<file path="config.mk">
export PLATFORM = sky130hd
export DESIGN_NAME = scan_disk_scheduler
export DESIGN_NICKNAME = d
export VERILOG_FILES = /design/src/design/sds_pkg.sv /design/src/design/sds_datapath.sv /design/src/design/sds_ctrl.sv /design/src/design/scan_disk_scheduler.sv
export SDC_FILE = /design/constraint.sdc
export NUM_CORES = 1
export LEC_CHECK = 0
export ABC_CLOCK_PERIOD_IN_PS = 12900
export BUFFER_PORTS_ARGS = -buffer_cell sky130_fd_sc_hd__buf_2
export CORE_ASPECT_RATIO = 0.5
export CORE_MARGIN = 2
export CORE_UTILIZATION = 50
export CTS_CLUSTER_DIAMETER = 50
export DETAILED_ROUTE_END_ITERATION = 6
export PLACE_DENSITY = 0.76
export SLEW_MARGIN = 20
export SYNTH_ARGS = -nofsm -noshare
export SYNTH_HDL_FRONTEND = slang
export SYNTH_SLANG_ARGS = --single-unit
</file>
<file path="constraint.sdc">
create_clock -name clk_i -period 12.9 [get_ports clk_i]
set_clock_uncertainty 0.05 [all_clocks]
set_input_delay 1.935 -clock clk_i [delete_from_list [all_inputs] [get_ports clk_i]]
set_output_delay 1.935 -clock clk_i [all_outputs]
set_load 0.005 [all_outputs]
</file>
<file path="src/design/sds_pkg.sv">
// ----------------------------------------------------------------------------
// SCAN disk scheduler package
// Shared configuration codes and the command/status bundles that join the
// scheduler controller to its datapath.
// ----------------------------------------------------------------------------
package sds_pkg;

  localparam int CfgIdxW  = 2;
  localparam int CfgDataW = 17;

  localparam logic [CfgIdxW-1:0] CFG_DISK_SIZE    = 2'd0;
  localparam logic [CfgIdxW-1:0] CFG_HEAD_START   = 2'd1;
  localparam logic [CfgIdxW-1:0] CFG_DIRECTION_UP = 2'd2;

  localparam logic [16:0] DISK_SIZE_RST    = 17'd200;
  localparam logic [15:0] HEAD_START_RST   = 16'd0;
  localparam logic        DIRECTION_UP_RST = 1'b1;

  typedef enum logic [2:0] {
    PTR_HOLD  = 3'd0,
    PTR_CNT   = 3'd1,
    PTR_ZERO  = 3'd2,
    PTR_INC   = 3'd3,
    PTR_DEC   = 3'd4,
    PTR_SPLIT = 3'd5
  } ptr_op_e;

  typedef enum logic [1:0] {
    VIS_START = 2'd0,
    VIS_DATA  = 2'd1,
    VIS_EDGE  = 2'd2
  } vis_sel_e;

  typedef struct packed {
    logic     capture;
    logic     rd_en;
    logic     rd_prev;
    logic     wr_shift;
    logic     wr_req;
    ptr_op_e  ptr_op;
    logic     save_split;
    logic     vis_en;
    vis_sel_e vis_sel;
    logic     vis_last;
    logic     clr_count;
  } dp_cmd_t;

  typedef struct packed {
    logic dir_up;
    logic full;
    logic ptr_zero;
    logic ptr_one;
    logic ptr_eq_cnt;
    logic ptr_eq_cnt_m1;
    logic gt_req;
    logic gt_start;
    logic split_zero;
    logic split_eq_cnt;
    logic slot_free;
  } dp_sts_t;

endpackage

</file>
<file path="src/design/sds_datapath.sv">
// ----------------------------------------------------------------------------
// SCAN disk scheduler datapath
// Configuration registers, sorted request memory, pointers, head position,
// saturating movement accumulator and the output word register.
// ----------------------------------------------------------------------------
module sds_datapath import sds_pkg::*; #(
  parameter int MAX_REQUESTS = 32,
  parameter int CYL_BITS     = 16
) (
  input  logic                clk_i,
  input  logic                rst_ni,
  input  logic                cfg_we_i,
  input  logic [CfgIdxW-1:0]  cfg_idx_i,
  input  logic [CfgDataW-1:0] cfg_data_i,
  input  logic [CYL_BITS-1:0] req_i,
  input  dp_cmd_t             cmd_i,
  output dp_sts_t             sts_o,
  output logic                out_valid_o,
  input  logic                out_ready_i,
  output logic [CYL_BITS-1:0] out_pos_o,
  output logic [CYL_BITS:0]   out_sum_o,
  output logic                out_last_o
);

  localparam int CW = $clog2(MAX_REQUESTS + 1);
  localparam int AW = (MAX_REQUESTS > 1) ? $clog2(MAX_REQUESTS) : 1;
  localparam int EW = (CYL_BITS + 1 > 17) ? CYL_BITS + 1 : 17;
  localparam logic [CYL_BITS-1:0] CylMask = {CYL_BITS{1'b1}};
  localparam logic [CYL_BITS+1:0] MoveMax = {1'b0, {(CYL_BITS + 1){1'b1}}};

  logic [16:0]         disk_size_q;
  logic [15:0]         head_start_q;
  logic                dir_up_q;

  logic [CYL_BITS-1:0] mem [MAX_REQUESTS];
  logic [CYL_BITS-1:0] rd_data_q;
  logic [CYL_BITS-1:0] req_q;
  logic [CW-1:0]       count_q;
  logic [CW-1:0]       ptr_q, ptr_d;
  logic [CW-1:0]       split_q;
  logic [CYL_BITS-1:0] head_q;
  logic [CYL_BITS:0]   sum_q;
  logic                out_valid_q;
  logic                out_last_q;

  logic [CW-1:0]       ptr_m1;
  logic [AW-1:0]       rd_addr;
  logic [CYL_BITS-1:0] start_pos;
  logic [EW-1:0]       size_ext;
  logic [CYL_BITS-1:0] edge_hi;
  logic [CYL_BITS-1:0] vis_pos;
  logic [CYL_BITS-1:0] move_dist;
  logic [CYL_BITS+1:0] sum_ext;
  logic [CYL_BITS:0]   sum_next;

  always_ff @(posedge clk_i or negedge rst_ni) begin
    if (!rst_ni) begin
      disk_size_q  <= DISK_SIZE_RST;
      head_start_q <= HEAD_START_RST;
      dir_up_q     <= DIRECTION_UP_RST;
    end else if (cfg_we_i) begin
      unique case (cfg_idx_i)
        CFG_DISK_SIZE:    disk_size_q  <= cfg_data_i;
        CFG_HEAD_START:   head_start_q <= cfg_data_i[15:0];
        CFG_DIRECTION_UP: dir_up_q     <= cfg_data_i[0];
        default: ;
      endcase
    end
  end

  assign ptr_m1  = ptr_q - CW'(1);
  assign rd_addr = cmd_i.rd_prev ? ptr_m1[AW-1:0] : ptr_q[AW-1:0];

  always_ff @(posedge clk_i) begin
    if (cmd_i.wr_shift) begin
      mem[ptr_q[AW-1:0]] <= rd_data_q;
    end else if (cmd_i.wr_req) begin
      mem[ptr_q[AW-1:0]] <= req_q;
    end
    if (cmd_i.rd_en) begin
      rd_data_q <= mem[rd_addr];
    end
    if (cmd_i.capture) begin
      req_q <= req_i;
    end
    if (cmd_i.save_split) begin
      split_q <= ptr_q;
    end
  end

  always_comb begin
    unique case (cmd_i.ptr_op)
      PTR_CNT:   ptr_d = count_q;
      PTR_ZERO:  ptr_d = '0;
      PTR_INC:   ptr_d = ptr_q + CW'(1);
      PTR_DEC:   ptr_d = ptr_m1;
      PTR_SPLIT: ptr_d = split_q;
      default:   ptr_d = ptr_q;
    endcase
  end

  assign start_pos = CYL_BITS'(head_start_q);
  assign size_ext  = EW'(disk_size_q);

  always_comb begin
    if (size_ext == '0) begin
      edge_hi = '0;
    end else if (size_ext > EW'(CylMask)) begin
      edge_hi = CylMask;
    end else begin
      edge_hi = CYL_BITS'(size_ext - EW'(1));
    end
  end

  always_comb begin
    unique case (cmd_i.vis_sel)
      VIS_START: vis_pos = start_pos;
      VIS_EDGE:  vis_pos = dir_up_q ? edge_hi : '0;
      default:   vis_pos = rd_data_q;
    endcase
  end

  assign move_dist = (vis_pos > head_q) ? vis_pos - head_q : head_q - vis_pos;
  assign sum_ext   = {1'b0, sum_q} + (CYL_BITS + 2)'(move_dist);
  assign sum_next  = (sum_ext > MoveMax) ? MoveMax[CYL_BITS:0] : sum_ext[CYL_BITS:0];

  always_ff @(posedge clk_i or negedge rst_ni) begin
    if (!rst_ni) begin
      count_q     <= '0;
      ptr_q       <= '0;
      head_q      <= '0;
      sum_q       <= '0;
      out_valid_q <= 1'b0;
      out_last_q  <= 1'b0;
    end else begin
      ptr_q <= ptr_d;
      if (cmd_i.clr_count) begin
        count_q <= '0;
      end else if (cmd_i.wr_req) begin
        count_q <= count_q + CW'(1);
      end
      if (cmd_i.vis_en) begin
        head_q      <= vis_pos;
        sum_q       <= (cmd_i.vis_sel == VIS_START) ? '0 : sum_next;
        out_valid_q <= 1'b1;
        out_last_q  <= cmd_i.vis_last;
      end else if (out_ready_i) begin
        out_valid_q <= 1'b0;
      end
    end
  end

  assign sts_o.dir_up        = dir_up_q;
  assign sts_o.full          = (count_q == CW'(MAX_REQUESTS));
  assign sts_o.ptr_zero      = (ptr_q == '0);
  assign sts_o.ptr_one       = (ptr_q == CW'(1));
  assign sts_o.ptr_eq_cnt    = (ptr_q == count_q);
  assign sts_o.ptr_eq_cnt_m1 = (({1'b0, ptr_q} + (CW + 1)'(1)) == {1'b0, count_q});
  assign sts_o.gt_req        = (rd_data_q > req_q);
  assign sts_o.gt_start      = (rd_data_q > start_pos);
  assign sts_o.split_zero    = (split_q == '0);
  assign sts_o.split_eq_cnt  = (split_q == count_q);
  assign sts_o.slot_free     = !out_valid_q || out_ready_i;

  assign out_valid_o = out_valid_q;
  assign out_pos_o   = head_q;
  assign out_sum_o   = sum_q;
  assign out_last_o  = out_last_q;

endmodule

</file>
<file path="src/design/sds_ctrl.sv">
// ----------------------------------------------------------------------------
// SCAN disk scheduler controller
// Sequences sorted insertion, split search and the two sweeps around the
// disk edge, driving the datapath through a command bundle.
// ----------------------------------------------------------------------------
module sds_ctrl import sds_pkg::*; (
  input  logic    clk_i,
  input  logic    rst_ni,
  input  logic    in_valid_i,
  input  logic    in_last_i,
  output logic    in_ready_o,
  input  dp_sts_t sts_i,
  output dp_cmd_t cmd_o
);

  typedef enum logic [10:0] {
    S_IDLE    = 11'b000_0000_0001,
    S_INS_CHK = 11'b000_0000_0010,
    S_INS_CMP = 11'b000_0000_0100,
    S_SPL_CHK = 11'b000_0000_1000,
    S_SPL_CMP = 11'b000_0001_0000,
    S_START   = 11'b000_0010_0000,
    S_SW1_CHK = 11'b000_0100_0000,
    S_SW1_VIS = 11'b000_1000_0000,
    S_EDGE    = 11'b001_0000_0000,
    S_SW2_CHK = 11'b010_0000_0000,
    S_SW2_VIS = 11'b100_0000_0000
  } state_e;

  state_e state_q, state_d;
  logic   last_q, last_d;
  logic   fin;

  always_ff @(posedge clk_i or negedge rst_ni) begin
    if (!rst_ni) begin
      state_q <= S_IDLE;
      last_q  <= 1'b0;
    end else begin
      state_q <= state_d;
      last_q  <= last_d;
    end
  end

  assign in_ready_o = (state_q == S_IDLE);

  always_comb begin
    state_d = state_q;
    last_d  = last_q;
    fin     = 1'b0;
    cmd_o   = '{default: '0, ptr_op: PTR_HOLD, vis_sel: VIS_DATA};
    unique case (state_q)
      S_IDLE: begin
        if (in_valid_i) begin
          cmd_o.capture = 1'b1;
          last_d        = in_last_i;
          if (!sts_i.full) begin
            cmd_o.ptr_op = PTR_CNT;
            state_d      = S_INS_CHK;
          end else if (in_last_i) begin
            cmd_o.ptr_op = PTR_ZERO;
            state_d      = S_SPL_CHK;
          end
        end
      end
      S_INS_CHK: begin
        if (sts_i.ptr_zero) begin
          cmd_o.wr_req = 1'b1;
          cmd_o.ptr_op = last_q ? PTR_ZERO : PTR_HOLD;
          state_d      = last_q ? S_SPL_CHK : S_IDLE;
        end else begin
          cmd_o.rd_en   = 1'b1;
          cmd_o.rd_prev = 1'b1;
          state_d       = S_INS_CMP;
        end
      end
      S_INS_CMP: begin
        if (sts_i.gt_req) begin
          cmd_o.wr_shift = 1'b1;
          cmd_o.ptr_op   = PTR_DEC;
          state_d        = S_INS_CHK;
        end else begin
          cmd_o.wr_req = 1'b1;
          cmd_o.ptr_op = last_q ? PTR_ZERO : PTR_HOLD;
          state_d      = last_q ? S_SPL_CHK : S_IDLE;
        end
      end
      S_SPL_CHK: begin
        if (sts_i.ptr_eq_cnt) begin
          cmd_o.save_split = 1'b1;
          state_d          = S_START;
        end else begin
          cmd_o.rd_en = 1'b1;
          state_d     = S_SPL_CMP;
        end
      end
      S_SPL_CMP: begin
        if (sts_i.gt_start) begin
          cmd_o.save_split = 1'b1;
          state_d          = S_START;
        end else begin
          cmd_o.ptr_op = PTR_INC;
          state_d      = S_SPL_CHK;
        end
      end
      S_START: begin
        if (sts_i.slot_free) begin
          cmd_o.vis_en  = 1'b1;
          cmd_o.vis_sel = VIS_START;
          cmd_o.ptr_op  = PTR_SPLIT;
          state_d       = S_SW1_CHK;
        end
      end
      S_SW1_CHK: begin
        if (sts_i.dir_up ? sts_i.ptr_eq_cnt : sts_i.ptr_zero) begin
          state_d = S_EDGE;
        end else begin
          cmd_o.rd_en   = 1'b1;
          cmd_o.rd_prev = !sts_i.dir_up;
          state_d       = S_SW1_VIS;
        end
      end
      S_SW1_VIS: begin
        if (sts_i.slot_free) begin
          cmd_o.vis_en = 1'b1;
          cmd_o.ptr_op = sts_i.dir_up ? PTR_INC : PTR_DEC;
          state_d      = S_SW1_CHK;
        end
      end
      S_EDGE: begin
        if (sts_i.slot_free) begin
          fin            = sts_i.dir_up ? sts_i.split_zero : sts_i.split_eq_cnt;
          cmd_o.vis_en   = 1'b1;
          cmd_o.vis_sel  = VIS_EDGE;
          cmd_o.vis_last = fin;
          cmd_o.ptr_op   = PTR_SPLIT;
          cmd_o.clr_count = fin;
          state_d        = fin ? S_IDLE : S_SW2_CHK;
        end
      end
      S_SW2_CHK: begin
        cmd_o.rd_en   = 1'b1;
        cmd_o.rd_prev = sts_i.dir_up;
        state_d       = S_SW2_VIS;
      end
      S_SW2_VIS: begin
        if (sts_i.slot_free) begin
          fin             = sts_i.dir_up ? sts_i.ptr_one : sts_i.ptr_eq_cnt_m1;
          cmd_o.vis_en    = 1'b1;
          cmd_o.vis_last  = fin;
          cmd_o.clr_count = fin;
          cmd_o.ptr_op    = sts_i.dir_up ? PTR_DEC : PTR_INC;
          state_d         = fin ? S_IDLE : S_SW2_CHK;
        end
      end
      default: begin
        state_d = S_IDLE;
      end
    endcase
  end

endmodule

</file>
<file path="src/design/scan_disk_scheduler.sv">
// ----------------------------------------------------------------------------
// SCAN disk scheduler
// Loads a job of cylinder requests into a sorted store and walks the
// elevator order from the configured head, reporting each head position.
// ----------------------------------------------------------------------------
// One request word is taken at a time; tlast closes the job. A request is
// inserted into the sorted store by reading and shifting up each stored entry
// larger than it, then writing it into the freed slot.
// The closing word then scans for the split point and emits n + 2 result
// words (start, each request, edge), paced by the memory read ahead of each
// visit and by m_axis back-pressure. No new request is taken until the last
// result is loaded into the output register. A request arriving with the
// store full is dropped, and its tlast still starts the schedule.
module scan_disk_scheduler import sds_pkg::*; #(
  parameter int MAX_REQUESTS = 32,
  parameter int CYL_BITS     = 16,
  localparam int InW  = ((CYL_BITS + 7) / 8) * 8,
  localparam int OutW = ((2 * CYL_BITS + 1 + 7) / 8) * 8
) (
  input  logic                clk_i,
  input  logic                rst_ni,
  input  logic                cfg_we_i,
  input  logic [CfgIdxW-1:0]  cfg_idx_i,
  input  logic [CfgDataW-1:0] cfg_data_i,
  input  logic                s_axis_tvalid,
  output logic                s_axis_tready,
  input  logic [InW-1:0]      s_axis_tdata,   // request_cylinder
  input  logic                s_axis_tlast,
  output logic                m_axis_tvalid,
  input  logic                m_axis_tready,
  output logic [OutW-1:0]     m_axis_tdata,   // position, total_movement
  output logic                m_axis_tlast
);

  dp_cmd_t             cmd;
  dp_sts_t             sts;
  logic [CYL_BITS-1:0] out_pos;
  logic [CYL_BITS:0]   out_sum;

  sds_ctrl u_ctrl (
    .clk_i      (clk_i),
    .rst_ni     (rst_ni),
    .in_valid_i (s_axis_tvalid),
    .in_last_i  (s_axis_tlast),
    .in_ready_o (s_axis_tready),
    .sts_i      (sts),
    .cmd_o      (cmd)
  );

  sds_datapath #(
    .MAX_REQUESTS (MAX_REQUESTS),
    .CYL_BITS     (CYL_BITS)
  ) u_datapath (
    .clk_i       (clk_i),
    .rst_ni      (rst_ni),
    .cfg_we_i    (cfg_we_i),
    .cfg_idx_i   (cfg_idx_i),
    .cfg_data_i  (cfg_data_i),
    .req_i       (s_axis_tdata[CYL_BITS-1:0]),
    .cmd_i       (cmd),
    .sts_o       (sts),
    .out_valid_o (m_axis_tvalid),
    .out_ready_i (m_axis_tready),
    .out_pos_o   (out_pos),
    .out_sum_o   (out_sum),
    .out_last_o  (m_axis_tlast)
  );

  assign m_axis_tdata = {{(OutW - 2 * CYL_BITS - 1){1'b0}}, out_sum, out_pos};

  a_no_overwrite : assert property (@(posedge clk_i) disable iff (!rst_ni)
    cmd.vis_en |-> sts.slot_free)
    else $error("result word loaded while output register still held");

  a_idle_quiet : assert property (@(posedge clk_i) disable iff (!rst_ni)
    s_axis_tready |-> !cmd.vis_en && !cmd.wr_shift)
    else $error("datapath active while taking requests");

  a_shift_bound : assert property (@(posedge clk_i) disable iff (!rst_ni)
    cmd.wr_shift |-> !sts.ptr_zero)
    else $error("insertion shift below entry zero");

  a_last_to_idle : assert property (@(posedge clk_i) disable iff (!rst_ni)
    cmd.vis_en && cmd.vis_last |=> s_axis_tready && m_axis_tvalid && m_axis_tlast)
    else $error("final word did not return the scheduler to idle");

endmodule

</file>
==> parameters.txt <==
Parameter                              Value

Status
  Outcome    finished clean

Layout
  Post-layout util    0.559
  Area growth, synth to finish    9.99%
  Layout filler cell count    4854
  Ratio of cells with drive above 1 in the final layout    0.117
  Number of nets at the end of the flow    2857

CTS
  H-Tree Level Count    2
  CTS root buffer    clkbuf_16
  Maximum number of buffers from clock root to sink    3
  Setup Buffers After CTS    0
  Clock tree from TritonCTS    done
  Number of clock buffers inserted by TritonCTS    58
  Count of hold-fix buffers inserted at cts    0
  Clock-pin slew on the worst setup and hold paths    0.06 ns
  Number of sinks driven by the clock tree    643
  Clk_lat worst skew    0.62 ns
  Cells resized by post-CTS repair    0

STA
  Slew margin rel.    0.230
  Maximum operating frequency    115 MHz
  Max Slew Vio Count    0
  Final period utilization    0.677
  Setup repair after global routing missed its margin    false
  Worst Max-Slew Pin Slew    1.16 ns
  Final Hold Fails    0
  Final-report setup violation count    0
  Total negative setup slack    0 ns
  Final-layout worst hold slack    0.447 ns
  Shortest clock period the worst path allows after layout    8.73 ns

Synth
  Cell types with the largest area share after synthesis    edfxtp_1 53%, dfrtp_1 7.1%, nand2_1 6.1%
  Count of yosys warnings during synthesis    0
  Count of flip-flops with a built-in enable after synthesis    550
  Number of register bits inferred by synthesis    643
  Number of standard cells after synthesis    2692
  Distinct cells, synth    81
  Sequential fraction of the synthesis area    0.604
  Synth Area per Inst    11.6 um^2
  Post-synthesis instance area    31200 um^2
  Post-synthesis cell type with the largest combined area    edfxtp_1
  Share of synthesized flip-flops with an asynchronous set or reset    0.145
  Most used DFF post-synth    edfxtp_1
  Area share of the largest cell type after synthesis    0.529

Detailed routing
  Number of remaining DRC errors    0
  Count of TritonRoute iterations in the first routing pass    6
  Met2 wire length    38500 um
  Post-route antenna net violation count    0
  Wire per inst    22.8 um
  Via Count    22116
  Top routing layer in use    met5
  Detailed-route vias per instance    6.14
  Post-detailed-routing wire length    82100 um
  Met3 wire len    7720 um
  Routed metal-1 wire length    32900 um
  Initial DRC Count    2633

Worst setup path
  Buffers plus inverters on the worst setup path    0
  Required arrival time at the worst endpoint    13.29 ns
  Crit path DAT    9.12 ns
  Master of the slowest instance on the critical path    or4_1
  Crit path launch    u_ctrl.state_q[3]$_DFFE_PN0P_
  Worst Path Max Fanout    26
  CP Capture Type    flop
  Launch instance of the worst register-to-register path    u_ctrl.state_q[3]$_DFFE_PN0P_
  Reg2reg end    u_datapath.out_sum_o[12]$_DFFE_PN0P_
  Stage delay of the slowest cell on the critical path    0.98 ns
  Number of logic stages on the critical path including buffering    27
  Worst Setup Path Type    flop to flop
  Delay-heaviest family, CP    simple AND/OR/NAND/NOR gates
  Crit start category    flop
  Worst Reg2Reg Path Length in Cells    27
  Worst R2R Setup Slack    4.17 ns

Min path
  Type of the most critical hold path    flop to flop
  Hold Path Origin    u_datapath.out_last_o$_DFFE_PN0P_
  Capture endpoint of the worst hold path    u_datapath.out_last_o$_DFFE_PN0P_
  Cell depth of the worst hold path    1

Power and ir drop
  Sw Ratio    0.394
  Gate power share    0.402
  Sequential fraction of design power    0.362
  PwrDens    214 nW/um^2
  Switching power of the nets    2.89 mW
  Maximum ir drop on the vdd rail    0.183 mV
  Clock share of power    0.236
  Leakage    13.1 nW
  Internal Power    4.45 mW

Floorplan
  IO Pins    84
  Number of rows created at floorplan    64
  Die Span X    357 um
  Die Outline Area    64600 um^2
  Core Footprint    61400 um^2
  Initial core utilization    0.508
  Vertical die dimension    181 um

Placed design
  Estimated wirelength of the detail-placed design    51500 um
  Count of port buffers added during placement    76
  Placer congestion estimate    0.907

GRT
  Maximum number of pins on one net before global-route repair    210
  Overflow after GRT    0
  GR Util All Layers    0.249
  Antenna violations before repair    1
  Wire length of the first global-routing pass    123000 um
  Vias in the first global route    21000

Flow run
  Max-capacitance violation count    0
==> through the flow <==
stage	total power, mW	instances	setup slack (ns)	cell area [um^2]
after floorplan	4.70	2698	5.27	31200
after global placement	5.51	3488	4.00	32400
after detailed placement	5.58	3488	3.73	32400
after CTS	7.29	3597	3.97	34300
after global routing	7.68	3598	3.54	34300
final	7.34	3600	4.17	34300
==> cells by family (layout without fill, tap and decap cells) <==
kind of cell | after synthesis | in the layout | synth area share
adders and majority gates | 92 | 92 | 0.0376
and+or+nand+nor | 918 | 918 | 0.135
buffers and inverters | 256 | 331 | 0.0347
xor gates and xnor gates | 67 | 67 | 0.0188
other | 1 | 9 | 0.000120
AOI/OAI and AO/OA | 540 | 540 | 0.110
DFF | 643 | 643 | 0.604
muxes | 175 | 175 | 0.0600
==> power groups by stage <==
stage | Sequential, mW | Clock, mW | Combinational (mW)
final | 2.66 | 1.73 | 2.95
after global routing | 2.67 | 1.83 | 3.18
after global placement | 2.70 | 0 | 2.81
after floorplan | 2.62 | 0 | 2.08
after detailed placement | 2.70 | 0 | 2.88
after CTS | 2.65 | 1.74 | 2.89
==> sequential cells by signal, indices dropped and copies added (netlist names) <==
signal,count
u_datapath.split_q,6
u_datapath.head_start_q,16
u_ctrl.last_q,1
u_datapath.out_pos_o,16
u_datapath.out_sum_o,17
u_datapath.req_q,16
u_datapath.out_valid_o,1
u_ctrl.state_q,11
u_datapath.rd_data_q,16
u_datapath.out_last_o,1
u_datapath.count_q,6
u_datapath.ptr_q,6
u_datapath.disk_size_q,17
u_datapath.mem,512
u_datapath.dir_up_q,1
==> metal layers <==
layer / up-vias / global-route usage
li1: 9965 / -
met1: 10840 / 0.334
met2: 1123 / 0.402
met3: 186 / 0.0521
met4: 2 / 0.0886
met5: - / 0
==> worst max-delay path by stage <==
stage               slack (ns)                                   end
floorplan                 5.27  u_datapath.out_sum_o[12]$_DFFE_PN0P_
global placement          4.00  u_datapath.out_sum_o[12]$_DFFE_PN0P_
detailed placement        3.73  u_datapath.out_sum_o[12]$_DFFE_PN0P_
CTS                       3.97  u_datapath.out_sum_o[12]$_DFFE_PN0P_
global route              3.54  u_datapath.out_sum_o[12]$_DFFE_PN0P_
finish                    4.17  u_datapath.out_sum_o[12]$_DFFE_PN0P_
==> cell type report <==
class / count / area [um^2] / share of cell area
Sequential cell: 643 / 18900 / 0.549
Clock buffer: 67 / 1490 / 0.0434
Multi-Input combinational cell: 1799 / 11400 / 0.332
Clock inverter: 42 / 407 / 0.0118
Inverter: 90 / 338 / 0.00984
Timing Repair Buffer: 132 / 836 / 0.0243
Antenna cell: 2 / 5.00 / 0.000146
Tap cell: 825 / 1030 / 0.0301
==> synth_stat cells (all sizes together), types with 42 or more instances <==
master  count
a211oi     69
nand2     509
mux2i     104
o22ai      48
and3       96
nor2      103
dfrtp      88
clkbuf     99
o21ai     103
a21oi     109
mux2       68
nand3      42
a31oi      98
edfxtp    550
inv        88
ha         89
buf        67
==> cell usage in the layout (no fill, tap or decap), drive strengths merged, types with 35 or more instances in the layout <==
cell type,instances
o22ai,48
a21oi,109
mux2,68
and2,35
nand2,509
buf,132
nand3,42
ha,89
a211oi,69
mux2i,104
inv,93
a21o,35
nor2,103
a31oi,98
and3,96
xnor2,35
dfrtp,88
o21ai,103
edfxtp,550
clkbuf,67
==> worst register-to-register path, cell delays in order, from the launching register on <==
cell	delay (ns)
dfrtp_1	0.44
nor3_1	0.58
and2_1	0.29
nand2_1	0.49
or4_1	0.98
a21oi_1	0.23
a21oi_1	0.06
nand2_1	0.09
o21ai_0	0.15
ha_1	0.26
fa_1	0.41
nor2b_1	0.18
o2111ai_1	0.16
a31o_2	0.29
o22ai_4	0.62
mux2i_1	0.42
a211oi_1	0.14
o21ai_0	0.42
xor2_1	0.13
ha_1	0.36
a21o_1	0.21
or3_1	0.31
a211oi_1	0.24
o31a_1	0.26
nand2b_1	0.12
a21boi_0	0.10
nor2_1	0.43
a221oi_1	0.16
(Power assumes the default switching activity.)
